--- src/design/pdm_pkg.sv ---
// ----------------------------------------------------------------------------
// pdm_pkg: shared definitions for the PID position motor drive
// Widths, fixed-point constants, register indexes and the gain bundle used
// by the configuration block, the shared multiplier and the top level.
// ----------------------------------------------------------------------------
package pdm_pkg;

  // Position and error widths.
  localparam int POS_W   = 32;
  localparam int ERR_W   = POS_W + 1;
  localparam int DIF_W   = POS_W + 2;
  localparam int SUM_W   = 48;

  // Gains are signed Q8.8.
  localparam int GAIN_W  = 16;
  localparam int FRAC_W  = 8;

  // Shared multiplier: gain times one 24-bit chunk of a 48-bit operand.
  localparam int CHUNK_W = 24;
  localparam int OPND_W  = 2 * CHUNK_W;
  localparam int MB_W    = CHUNK_W + 1;
  localparam int PROD_W  = GAIN_W + MB_W;
  localparam int TERM_W  = 64;

  // Effort and deadband widths.
  localparam int CLAMP_W = 18;
  localparam int EFF_W   = 10;
  localparam int DUTY_W  = 9;
  localparam int DB_FRAC = FRAC_W + 8;
  localparam int DB_W    = 27;

  // Stream and configuration widths.
  localparam int IN_DATA_W  = 2 * POS_W;
  localparam int OUT_DATA_W = 32;
  localparam int CFG_IDX_W  = 2;

  // Register indexes.
  localparam logic [CFG_IDX_W-1:0] REG_GAIN_P = 2'd0;
  localparam logic [CFG_IDX_W-1:0] REG_GAIN_I = 2'd1;
  localparam logic [CFG_IDX_W-1:0] REG_GAIN_D = 2'd2;

  // Fixed-point constants.
  localparam int EFF_LIMIT  = 400;
  localparam int POS_OFFSET = 138;
  localparam int NEG_OFFSET = 140;
  localparam int POS_SLOPE  = 168;
  localparam int NEG_SLOPE  = 166;

  localparam logic signed [TERM_W-1:0] TERM_MAX = 64'sh2000_0000_0000_0000;
  localparam logic signed [TERM_W-1:0] TERM_MIN = -64'sh2000_0000_0000_0000;
  localparam logic signed [TERM_W-1:0] EFF_MAX  = TERM_W'(EFF_LIMIT * (2 ** FRAC_W));
  localparam logic signed [TERM_W-1:0] EFF_MIN  = -TERM_W'(EFF_LIMIT * (2 ** FRAC_W));
  localparam logic signed [SUM_W-1:0]  SUM_MAX  = {1'b0, {(SUM_W-1){1'b1}}};
  localparam logic signed [SUM_W-1:0]  SUM_MIN  = {1'b1, {(SUM_W-1){1'b0}}};
  localparam logic signed [DB_W-1:0]   POS_OFS_Q = DB_W'(POS_OFFSET * (2 ** DB_FRAC));
  localparam logic signed [DB_W-1:0]   NEG_OFS_Q = -DB_W'(NEG_OFFSET * (2 ** DB_FRAC));
  localparam logic signed [GAIN_W-1:0] POS_SLOPE_G = GAIN_W'(POS_SLOPE);
  localparam logic signed [GAIN_W-1:0] NEG_SLOPE_G = GAIN_W'(NEG_SLOPE);

  // The three controller gains.
  typedef struct packed {
    logic signed [GAIN_W-1:0] p;
    logic signed [GAIN_W-1:0] i;
    logic signed [GAIN_W-1:0] d;
  } gains_t;

endpackage

--- src/design/pdm_cfg.sv ---
// ----------------------------------------------------------------------------
// pdm_cfg: gain registers
// Holds the proportional, integral and derivative gains written through the
// plain write port. Writes to an unused index are ignored.
// ----------------------------------------------------------------------------
module pdm_cfg (
  input  logic                              clk,
  input  logic                              rst_n,
  input  logic                              cfg_we,
  input  logic [pdm_pkg::CFG_IDX_W-1:0]     cfg_index,
  input  logic [pdm_pkg::GAIN_W-1:0]        cfg_data,
  output pdm_pkg::gains_t                   gains
);

  pdm_pkg::gains_t gains_r;
  pdm_pkg::gains_t gains_nxt;

  // Decode the write to one gain.
  always_comb begin
    gains_nxt = gains_r;
    if (cfg_we) begin
      unique case (cfg_index)
        pdm_pkg::REG_GAIN_P: gains_nxt.p = cfg_data;
        pdm_pkg::REG_GAIN_I: gains_nxt.i = cfg_data;
        pdm_pkg::REG_GAIN_D: gains_nxt.d = cfg_data;
        default:             gains_nxt = gains_r;
      endcase
    end
  end

  always_ff @(posedge clk) begin
    if (!rst_n) begin
      gains_r <= '0;
    end else begin
      gains_r <= gains_nxt;
    end
  end

  assign gains = gains_r;

endmodule

--- src/design/pdm_mul.sv ---
// ----------------------------------------------------------------------------
// pdm_mul: shared signed multiplier
// One 16 x 25 bit signed multiplier with a registered product. The sequencer
// feeds it gain and operand chunks, and the deadband slope at the end.
// ----------------------------------------------------------------------------
module pdm_mul (
  input  logic                                     clk,
  input  logic                                     en,
  input  logic signed [pdm_pkg::GAIN_W-1:0]        a,
  input  logic signed [pdm_pkg::MB_W-1:0]          b,
  output logic signed [pdm_pkg::PROD_W-1:0]        p
);

  logic signed [pdm_pkg::PROD_W-1:0] p_r;
  logic signed [pdm_pkg::PROD_W-1:0] p_nxt;

  // Full-width signed product.
  always_comb begin
    p_nxt = p_r;
    if (en) begin
      p_nxt = pdm_pkg::PROD_W'(a) * pdm_pkg::PROD_W'(b);
    end
  end

  always_ff @(posedge clk) begin
    p_r <= p_nxt;
  end

  assign p = p_r;

endmodule

--- src/design/pid_position_motor_drive.sv ---
// ----------------------------------------------------------------------------
// pid_position_motor_drive: PID position controller with deadband offset
// Forms a clamped PID effort from one control tick and maps it past the motor
// deadband into a PWM duty and a direction bit.
// ----------------------------------------------------------------------------
// Usage:
//   The input channel (in_*) takes one control tick per item: the target and
//   the measured encoder count. The output channel (out_*) returns one item
//   per tick: duty, direction, the clamped effort and the compensated effort.
//   Gains are written through cfg_we / cfg_index / cfg_data while idle.
//   The shared multiplier runs two passes per PID term (three terms) plus one
//   pass for the deadband slope, each pass followed by an accumulate step.
//   in_tready is high only while the sequencer is idle.
//   The output register holds a finished item while the receiver stalls; the
//   next input item is still accepted and computed, and waits in the final
//   step until the output register is free.
//   Reset (rst_n low, synchronous) clears the gains, the error sum, the last
//   error and the output valid flag.
// ----------------------------------------------------------------------------
module pid_position_motor_drive (
  input  logic                                  clk,
  input  logic                                  rst_n,
  // target_position [31:0], measured_position [63:32]
  input  logic [pdm_pkg::IN_DATA_W-1:0]         in_tdata,
  input  logic                                  in_tvalid,
  output logic                                  in_tready,
  // duty [8:0], clockwise_dir [9], clamped_effort [19:10],
  // compensated_effort [29:20], zero fill [31:30]
  output logic [pdm_pkg::OUT_DATA_W-1:0]        out_tdata,
  output logic                                  out_tvalid,
  input  logic                                  out_tready,
  input  logic                                  cfg_we,
  input  logic [pdm_pkg::CFG_IDX_W-1:0]         cfg_index,
  input  logic [pdm_pkg::GAIN_W-1:0]            cfg_data
);

  // Sequencer states.
  localparam logic [3:0] S_IDLE  = 4'd0;
  localparam logic [3:0] S_ERR   = 4'd1;
  localparam logic [3:0] S_SUM   = 4'd2;
  localparam logic [3:0] S_MUL   = 4'd3;
  localparam logic [3:0] S_ACC   = 4'd4;
  localparam logic [3:0] S_TSUM  = 4'd5;
  localparam logic [3:0] S_CLAMP = 4'd6;
  localparam logic [3:0] S_DBM   = 4'd7;
  localparam logic [3:0] S_DBA   = 4'd8;
  localparam logic [3:0] S_OUT   = 4'd9;

  localparam logic [1:0] T_P = 2'd0;
  localparam logic [1:0] T_I = 2'd1;
  localparam logic [1:0] T_D = 2'd2;

  localparam int POS_W   = pdm_pkg::POS_W;
  localparam int ERR_W   = pdm_pkg::ERR_W;
  localparam int DIF_W   = pdm_pkg::DIF_W;
  localparam int SUM_W   = pdm_pkg::SUM_W;
  localparam int OPND_W  = pdm_pkg::OPND_W;
  localparam int CHUNK_W = pdm_pkg::CHUNK_W;
  localparam int MB_W    = pdm_pkg::MB_W;
  localparam int PROD_W  = pdm_pkg::PROD_W;
  localparam int TERM_W  = pdm_pkg::TERM_W;
  localparam int CLAMP_W = pdm_pkg::CLAMP_W;
  localparam int EFF_W   = pdm_pkg::EFF_W;
  localparam int DUTY_W  = pdm_pkg::DUTY_W;
  localparam int DB_W    = pdm_pkg::DB_W;
  localparam int DB_FRAC = pdm_pkg::DB_FRAC;
  localparam int FRAC_W  = pdm_pkg::FRAC_W;
  localparam int GAIN_W  = pdm_pkg::GAIN_W;

  // Control registers.
  logic [3:0]  state_r, state_nxt;
  logic [1:0]  term_r, term_nxt;
  logic        half_r, half_nxt;
  logic        out_valid_r, out_valid_nxt;

  // Controller state.
  logic signed [SUM_W-1:0] sum_r, sum_nxt;
  logic signed [ERR_W-1:0] prev_r, prev_nxt;

  // Per-item payload registers.
  logic signed [POS_W-1:0]   tgt_r, tgt_nxt;
  logic signed [POS_W-1:0]   meas_r, meas_nxt;
  logic signed [ERR_W-1:0]   err_r, err_nxt;
  logic signed [DIF_W-1:0]   deriv_r, deriv_nxt;
  logic signed [TERM_W-1:0]  acc_r, acc_nxt;
  logic signed [TERM_W-1:0]  effort_r, effort_nxt;
  logic signed [CLAMP_W-1:0] clamped_r, clamped_nxt;
  logic signed [EFF_W-1:0]   cint_r, cint_nxt;
  logic [DUTY_W-1:0]         cmag_r, cmag_nxt;
  logic                      cneg_r, cneg_nxt;
  logic [pdm_pkg::OUT_DATA_W-1:0] out_data_r, out_data_nxt;

  // Datapath signals.
  pdm_pkg::gains_t           gains;
  logic                      mul_en;
  logic signed [GAIN_W-1:0]  mul_a;
  logic signed [MB_W-1:0]    mul_b;
  logic signed [PROD_W-1:0]  prod;
  logic signed [OPND_W-1:0]  opnd;
  logic signed [GAIN_W-1:0]  gain_sel;
  logic signed [TERM_W-1:0]  prod_ext;
  logic signed [SUM_W:0]     sum_ext;
  logic signed [TERM_W-1:0]  term_sat;
  logic [CLAMP_W-1:0]        cl_mag;
  logic [EFF_W-1:0]          cl_int_mag;
  logic signed [DB_W-1:0]    db_acc;
  logic [DB_W-1:0]           db_mag;
  logic [DB_W-DB_FRAC-1:0]   db_int;
  logic                      cl_neg;
  logic                      in_acc;
  logic                      out_free;

  pdm_cfg u_cfg (
    .clk       (clk),
    .rst_n     (rst_n),
    .cfg_we    (cfg_we),
    .cfg_index (cfg_index),
    .cfg_data  (cfg_data),
    .gains     (gains)
  );

  pdm_mul u_mul (
    .clk (clk),
    .en  (mul_en),
    .a   (mul_a),
    .b   (mul_b),
    .p   (prod)
  );

  assign in_tready = (state_r == S_IDLE);
  assign in_acc    = in_tvalid && in_tready;
  assign out_free  = !out_valid_r || out_tready;
  assign cl_neg    = clamped_r[CLAMP_W-1];

  // Operand and gain of the current PID term.
  always_comb begin
    unique case (term_r)
      T_P: begin
        opnd     = OPND_W'(err_r);
        gain_sel = gains.p;
      end
      T_I: begin
        opnd     = OPND_W'(sum_r);
        gain_sel = gains.i;
      end
      T_D: begin
        opnd     = OPND_W'(deriv_r);
        gain_sel = gains.d;
      end
      default: begin
        opnd     = '0;
        gain_sel = '0;
      end
    endcase
  end

  // Multiplier inputs: a gain chunk pass, or the deadband slope pass.
  always_comb begin
    mul_en = (state_r == S_MUL) || (state_r == S_DBM);
    if (state_r == S_DBM) begin
      mul_a = cl_neg ? pdm_pkg::NEG_SLOPE_G : pdm_pkg::POS_SLOPE_G;
      mul_b = MB_W'(clamped_r);
    end else begin
      mul_a = gain_sel;
      if (half_r) begin
        mul_b = {opnd[OPND_W-1], opnd[OPND_W-1:CHUNK_W]};
      end else begin
        mul_b = {1'b0, opnd[CHUNK_W-1:0]};
      end
    end
  end

  // Saturating integral update and product sign extension.
  assign sum_ext  = (SUM_W + 1)'(sum_r) + (SUM_W + 1)'(err_r);
  assign prod_ext = TERM_W'(prod);

  // Each product term saturates at plus or minus 2^61.
  always_comb begin
    if (acc_r > pdm_pkg::TERM_MAX) begin
      term_sat = pdm_pkg::TERM_MAX;
    end else if (acc_r < pdm_pkg::TERM_MIN) begin
      term_sat = pdm_pkg::TERM_MIN;
    end else begin
      term_sat = acc_r;
    end
  end

  // Integer part of the clamped effort, truncated toward zero.
  assign cl_mag     = cl_neg ? CLAMP_W'(-clamped_r) : CLAMP_W'(clamped_r);
  assign cl_int_mag = EFF_W'(cl_mag[CLAMP_W-1:FRAC_W]);

  // Deadband offset plus slope, then truncation toward zero.
  assign db_acc = prod[DB_W-1:0] + (cl_neg ? pdm_pkg::NEG_OFS_Q : pdm_pkg::POS_OFS_Q);
  assign db_mag = db_acc[DB_W-1] ? DB_W'(-db_acc) : DB_W'(db_acc);
  assign db_int = db_mag[DB_W-1:DB_FRAC];

  // Sequencer and datapath next state.
  always_comb begin
    state_nxt     = state_r;
    term_nxt      = term_r;
    half_nxt      = half_r;
    out_valid_nxt = out_valid_r;
    sum_nxt       = sum_r;
    prev_nxt      = prev_r;
    tgt_nxt       = tgt_r;
    meas_nxt      = meas_r;
    err_nxt       = err_r;
    deriv_nxt     = deriv_r;
    acc_nxt       = acc_r;
    effort_nxt    = effort_r;
    clamped_nxt   = clamped_r;
    cint_nxt      = cint_r;
    cmag_nxt      = cmag_r;
    cneg_nxt      = cneg_r;
    out_data_nxt  = out_data_r;

    if (out_valid_r && out_tready) begin
      out_valid_nxt = 1'b0;
    end

    unique case (state_r)
      S_IDLE: begin
        if (in_acc) begin
          tgt_nxt   = in_tdata[POS_W-1:0];
          meas_nxt  = in_tdata[2*POS_W-1:POS_W];
          state_nxt = S_ERR;
        end
      end
      S_ERR: begin
        err_nxt   = ERR_W'(tgt_r) - ERR_W'(meas_r);
        state_nxt = S_SUM;
      end
      S_SUM: begin
        if (sum_ext[SUM_W] != sum_ext[SUM_W-1]) begin
          sum_nxt = sum_ext[SUM_W] ? pdm_pkg::SUM_MIN : pdm_pkg::SUM_MAX;
        end else begin
          sum_nxt = sum_ext[SUM_W-1:0];
        end
        deriv_nxt  = DIF_W'(err_r) - DIF_W'(prev_r);
        prev_nxt   = err_r;
        effort_nxt = '0;
        term_nxt   = T_P;
        half_nxt   = 1'b0;
        state_nxt  = S_MUL;
      end
      S_MUL: begin
        state_nxt = S_ACC;
      end
      S_ACC: begin
        if (half_r) begin
          acc_nxt   = acc_r + (prod_ext <<< CHUNK_W);
          state_nxt = S_TSUM;
        end else begin
          acc_nxt   = prod_ext;
          half_nxt  = 1'b1;
          state_nxt = S_MUL;
        end
      end
      S_TSUM: begin
        effort_nxt = effort_r + term_sat;
        half_nxt   = 1'b0;
        if (term_r == T_D) begin
          state_nxt = S_CLAMP;
        end else begin
          term_nxt  = term_r + 2'd1;
          state_nxt = S_MUL;
        end
      end
      S_CLAMP: begin
        if (effort_r > pdm_pkg::EFF_MAX) begin
          clamped_nxt = CLAMP_W'(pdm_pkg::EFF_MAX);
        end else if (effort_r < pdm_pkg::EFF_MIN) begin
          clamped_nxt = CLAMP_W'(pdm_pkg::EFF_MIN);
        end else begin
          clamped_nxt = CLAMP_W'(effort_r);
        end
        state_nxt = S_DBM;
      end
      S_DBM: begin
        cint_nxt  = cl_neg ? EFF_W'(-cl_int_mag) : cl_int_mag;
        state_nxt = S_DBA;
      end
      S_DBA: begin
        // Zero effort bypasses the deadband offset.
        if (clamped_r == '0) begin
          cmag_nxt = '0;
        end else if (db_int > (DB_W - DB_FRAC)'(pdm_pkg::EFF_LIMIT)) begin
          cmag_nxt = DUTY_W'(pdm_pkg::EFF_LIMIT);
        end else begin
          cmag_nxt = DUTY_W'(db_int);
        end
        cneg_nxt  = cl_neg && (clamped_r != '0);
        state_nxt = S_OUT;
      end
      S_OUT: begin
        if (out_free) begin
          out_data_nxt  = '0;
          out_data_nxt[DUTY_W-1:0]         = cmag_r;
          out_data_nxt[DUTY_W]             = cneg_r;
          out_data_nxt[DUTY_W+EFF_W:DUTY_W+1] = cint_r;
          out_data_nxt[DUTY_W+2*EFF_W:DUTY_W+EFF_W+1] =
            cneg_r ? EFF_W'(-{1'b0, cmag_r}) : EFF_W'({1'b0, cmag_r});
          out_valid_nxt = 1'b1;
          state_nxt     = S_IDLE;
        end
      end
      default: begin
        state_nxt = S_IDLE;
      end
    endcase
  end

  // Control and controller state with reset.
  always_ff @(posedge clk) begin
    if (!rst_n) begin
      state_r     <= S_IDLE;
      term_r      <= T_P;
      half_r      <= 1'b0;
      out_valid_r <= 1'b0;
      sum_r       <= '0;
      prev_r      <= '0;
    end else begin
      state_r     <= state_nxt;
      term_r      <= term_nxt;
      half_r      <= half_nxt;
      out_valid_r <= out_valid_nxt;
      sum_r       <= sum_nxt;
      prev_r      <= prev_nxt;
    end
  end

  // Payload registers.
  always_ff @(posedge clk) begin
    tgt_r      <= tgt_nxt;
    meas_r     <= meas_nxt;
    err_r      <= err_nxt;
    deriv_r    <= deriv_nxt;
    acc_r      <= acc_nxt;
    effort_r   <= effort_nxt;
    clamped_r  <= clamped_nxt;
    cint_r     <= cint_nxt;
    cmag_r     <= cmag_nxt;
    cneg_r     <= cneg_nxt;
    out_data_r <= out_data_nxt;
  end

  assign out_tdata  = out_data_r;
  assign out_tvalid = out_valid_r;

  // An accepted item starts the error step.
  a_accept_starts: assert property (@(posedge clk) disable iff (!rst_n)
    in_acc |=> (state_r == S_ERR))
    else $error("accepted item did not start the sequence");

  // A finished item waits while the output register is still occupied.
  a_out_waits: assert property (@(posedge clk) disable iff (!rst_n)
    (state_r == S_OUT && out_valid_r && !out_tready) |=> (state_r == S_OUT))
    else $error("result overwrote a stalled output item");

  // A term is summed only after both multiplier passes.
  a_term_halves: assert property (@(posedge clk) disable iff (!rst_n)
    (state_r == S_TSUM) |-> (half_r && $past(state_r) == S_ACC))
    else $error("term summed before both halves");

  // Duty stays within the PWM range.
  a_duty_range: assert property (@(posedge clk) disable iff (!rst_n)
    out_valid_r |-> (out_data_r[DUTY_W-1:0] <= DUTY_W'(pdm_pkg::EFF_LIMIT)))
    else $error("duty above limit");

  // Direction follows the sign of the compensated effort.
  a_dir_sign: assert property (@(posedge clk) disable iff (!rst_n)
    out_valid_r |-> (out_data_r[DUTY_W] == out_data_r[DUTY_W+2*EFF_W]))
    else $error("direction does not match effort sign");

endmodule
--- config.mk ---
export PLATFORM = sky130hd
export DESIGN_NAME = pid_position_motor_drive
export DESIGN_NICKNAME = d
export VERILOG_FILES = /design/src/design/pdm_pkg.sv /design/src/design/pdm_cfg.sv /design/src/design/pdm_mul.sv /design/src/design/pid_position_motor_drive.sv
export SDC_FILE = /design/constraint.sdc
export NUM_CORES = 2
export LEC_CHECK = 0
export BUFFER_PORTS_ARGS = -buffer_cell sky130_fd_sc_hd__buf_4
export CORE_MARGIN = 3
export CORE_UTILIZATION = 50
export CTS_CLUSTER_SIZE = 40
export DETAILED_ROUTE_END_ITERATION = 8
export GPL_ROUTABILITY_DRIVEN = 0
export PLACE_DENSITY = 0.75
export SLEW_MARGIN = 20
export SYNTH_ARGS = -nofsm -noshare
export SYNTH_HDL_FRONTEND = slang
export SYNTH_SLANG_ARGS = --single-unit
--- constraint.sdc ---
create_clock -name clk -period 12.06 [get_ports clk]
set_clock_uncertainty 0.05 [all_clocks]
set_input_delay 0.603 -clock clk [delete_from_list [all_inputs] [get_ports clk]]
set_output_delay 0.603 -clock clk [all_outputs]
set_load 0.02 [all_outputs]
==> metrics.yaml <==
status: "finished clean"
detail-route-antenna-nets: 0
holdPathEnd: "meas_r[3]"
ir_worst_vdd_uv: 140.8
path_class: "flop to flop"
htreeDepth: 2
ys_seq_area_share_pct: 29.33
min_from: "in_tdata[35]"
required_ps: 12420
setup_tns_ps: 0
cts_tree: "built"
grt_pass1_wl_um: 204500
critical_path_cell_count: 27
gr-total-overflow: 0
pwr-share-seq_pct: 38.0
reg2reg_slack_ps: 2470
worst-endpoint-arrival_ps: 9940
synth_top_flop_cell: "edfxtp_1"
layoutNonFillerInstCount: 6529
firstDrtPassIters: 7
p_int_uw: 3660
numCtsBuffers: 57
reg2reg_to: "u_mul.p[38]"
grt_max_degree: 83
num_io_pins: 121
vias: 38490
start_util_pct: 50.81
cpPeakStageDelay_ps: 880
core_area_um2: 92360
netlist.area_leader.share_pct: 23.48
p_sw_share_pct: 35.01
cts_num_sinks: 504
grt_setup_unrepaired: "no"
die_w_um: 312.4
pwr_density_cell_nw_per_um2: 110.1
p_leak_uw: 0.02221
cpLargestDelayFamily: "adder cells"
nets: 6051
synth.most_common_cell: "inv_1"
period_share_pct: 79.48
ys_seq_elements: 504
power.switching_uw: 1971
synth_top_cell_by_area: "edfxtp_1"
path_clk_slew_ps: 60
clkPwrFrac_pct: 30.0
synth_cell_types: 92
syn_area_um2: 46930
drive_above_1_share_pct: 6.073
clk_latency_ps: 700
hold_class: "primary input to flop"
first_iter_violations: 4042
crit_start: "state_r[0]"
synth_cells: 5184
r2r_cells: 27
synth_top_cells_by_count: "inv_1 (632), nand2_1 (602), nor2_1 (466)"
drv_cap: 0
ctsHoldBuffers: 34
dieArea_um2: 97580
max_slew_margin_pct: 20.61
syn_area_per_cell_um2: 9.053
min_period_ps: 9585
track_usage_pct: 26.05
post_cts_buffers: 0
fmax_mhz: 104.3
via_per_inst: 5.895
final-max-slew-violation-count: 0
dp.cells: 6387
grt_pass1_vias: 37920
r2r_start: "state_r[0]"
drcViolationCount: 0
cts_resized: 0
cp_slowest_cell: "a21oi_1"
worst-path-max-fanout: 49
critical_path.most_common_cell: "fa_1"
wirelength_um: 127100
min_path_cells: 1
synth_edf_count: 367
finalSetupViolations: 0
dieHeight_um: 312.4
synth_area_leaders: "edfxtp_1 (23%), fa_1 (17%), ha_1 (8.8%)"
avgRoutedWirePerCell_um: 19.46
synth_warnings: 0
diodes: 0
syn2layout_area_growth_pct: 9.035
rows: 111
pwr-share-comb_pct: 32.0
synth_async_sr_flop_share_pct: 0
worst_setup_path_start_kind: "flop"
hold_violations: 0
numPortBuffers: 118
path_buf_inv: 6
dp_hpwl_um: 97950
antenna_found_initial: 0
cp-end-kind: "flop"
worstMarginPinSlew_ps: 1191
clockBufferDepth: 3
root_buffer: "clkbuf_16"
per-layer routing:
| layer | wire length (µm) | GRT usage, % | vias to the layer above | share of wire, % |
|---|---|---|---|---|
| li1 | - | - | 17930 | - |
| met1 | 52220 | 35.05 | 18470 | 41 |
| met2 | 55870 | 40.41 | 1752 | 44 |
| met3 | 13320 | 6.319 | 336 | 10 |
| met4 | 5644 | 10.64 | 0 | 4.4 |
| met5 | 0 | 0 | - | 0 |
placed cells by master, fill, tap and decap left out, types with 38 or more instances in the layout:
master,instances
edfxtp_1,367
a21oi_1,298
dfxtp_1,136
o21bai_1,42
and2_1,99
xnor2_1,169
buf_4,166
nand2_1,599
nand4_1,58
fa_1,394
nand3_1,68
ha_1,328
inv_1,630
nor2_1,464
a31oi_1,69
nand2b_1,38
o21ai_0,234
nor2b_1,58
clkbuf_16,57
a21boi_0,91
a21o_1,153
nor4_1,48
xor2_1,83
nor3_1,67
o21a_1,38
sequential cells by signal, indices dropped and copies added (netlist names), 4 cells and up:
register	cells
tgt_r	32
clamped_r	18
meas_r	32
err_r	33
cmag_r	9
deriv_r	34
acc_r	64
out_tdata	29
u_cfg.gains	48
cint_r	10
sum_r	48
state_r	4
u_mul.p	41
prev_r	33
effort_r	64
power by group through the flow:
stage,sequential [µW],clock (µW),combinational [µW]
floorplan,2120,0,1340
global placement,2170,0,1710
detailed placement,2170,0,1750
CTS,2130,1720,1770
global route,2150,1800,2020
finish,2140,1690,1800
kinds of logic after synthesis:
kind of cell	synth area share, %
fa+ha+maj	25.63
buf+inv	6.796
other cells	0.007990
simple gates	15.70
xor+xnor	4.703
flops	29.33
mux	0.7411
compound gates	17.09
worst max path at each step:
stage	slack (ps)	endpoint
2_1_floorplan	3910	u_mul.p[38]
3_3_place_gp	2940	u_mul.p[38]
3_5_place_dp	2710	u_mul.p[38]
4_1_cts	2660	u_mul.p[38]
5_1_grt	2090	u_mul.p[40]
6_report	2470	u_mul.p[38]
cell type report:
class / count / area (µm²)
inverters: 632 / 2375
repair buffers: 201 / 1594
clock buffers: 75 / 1508
fillers: 7917 / 41190
clock inverters: 31 / 304.0
flip-flops and latches: 504 / 13760
well taps: 1243 / 1555
multi-input cells: 3843 / 30070
stage by stage:
step           util (%)  area (µm²)  power (µW)  worst slack, ps  hold WS (ps)
5_1_grt           55.41       51170        5961             2094         7.307
3_3_place_gp      53.05       49000        3876             2943         354.7
4_1_cts           55.38       51150        5623             2660        0.3647
3_5_place_dp      53.05       49000        3920             2706         354.5
2_1_floorplan         -       46940        3465             3914         350.3
6_report          55.41       51170        5631             2475         36.94
(Power assumes the default switching activity.)
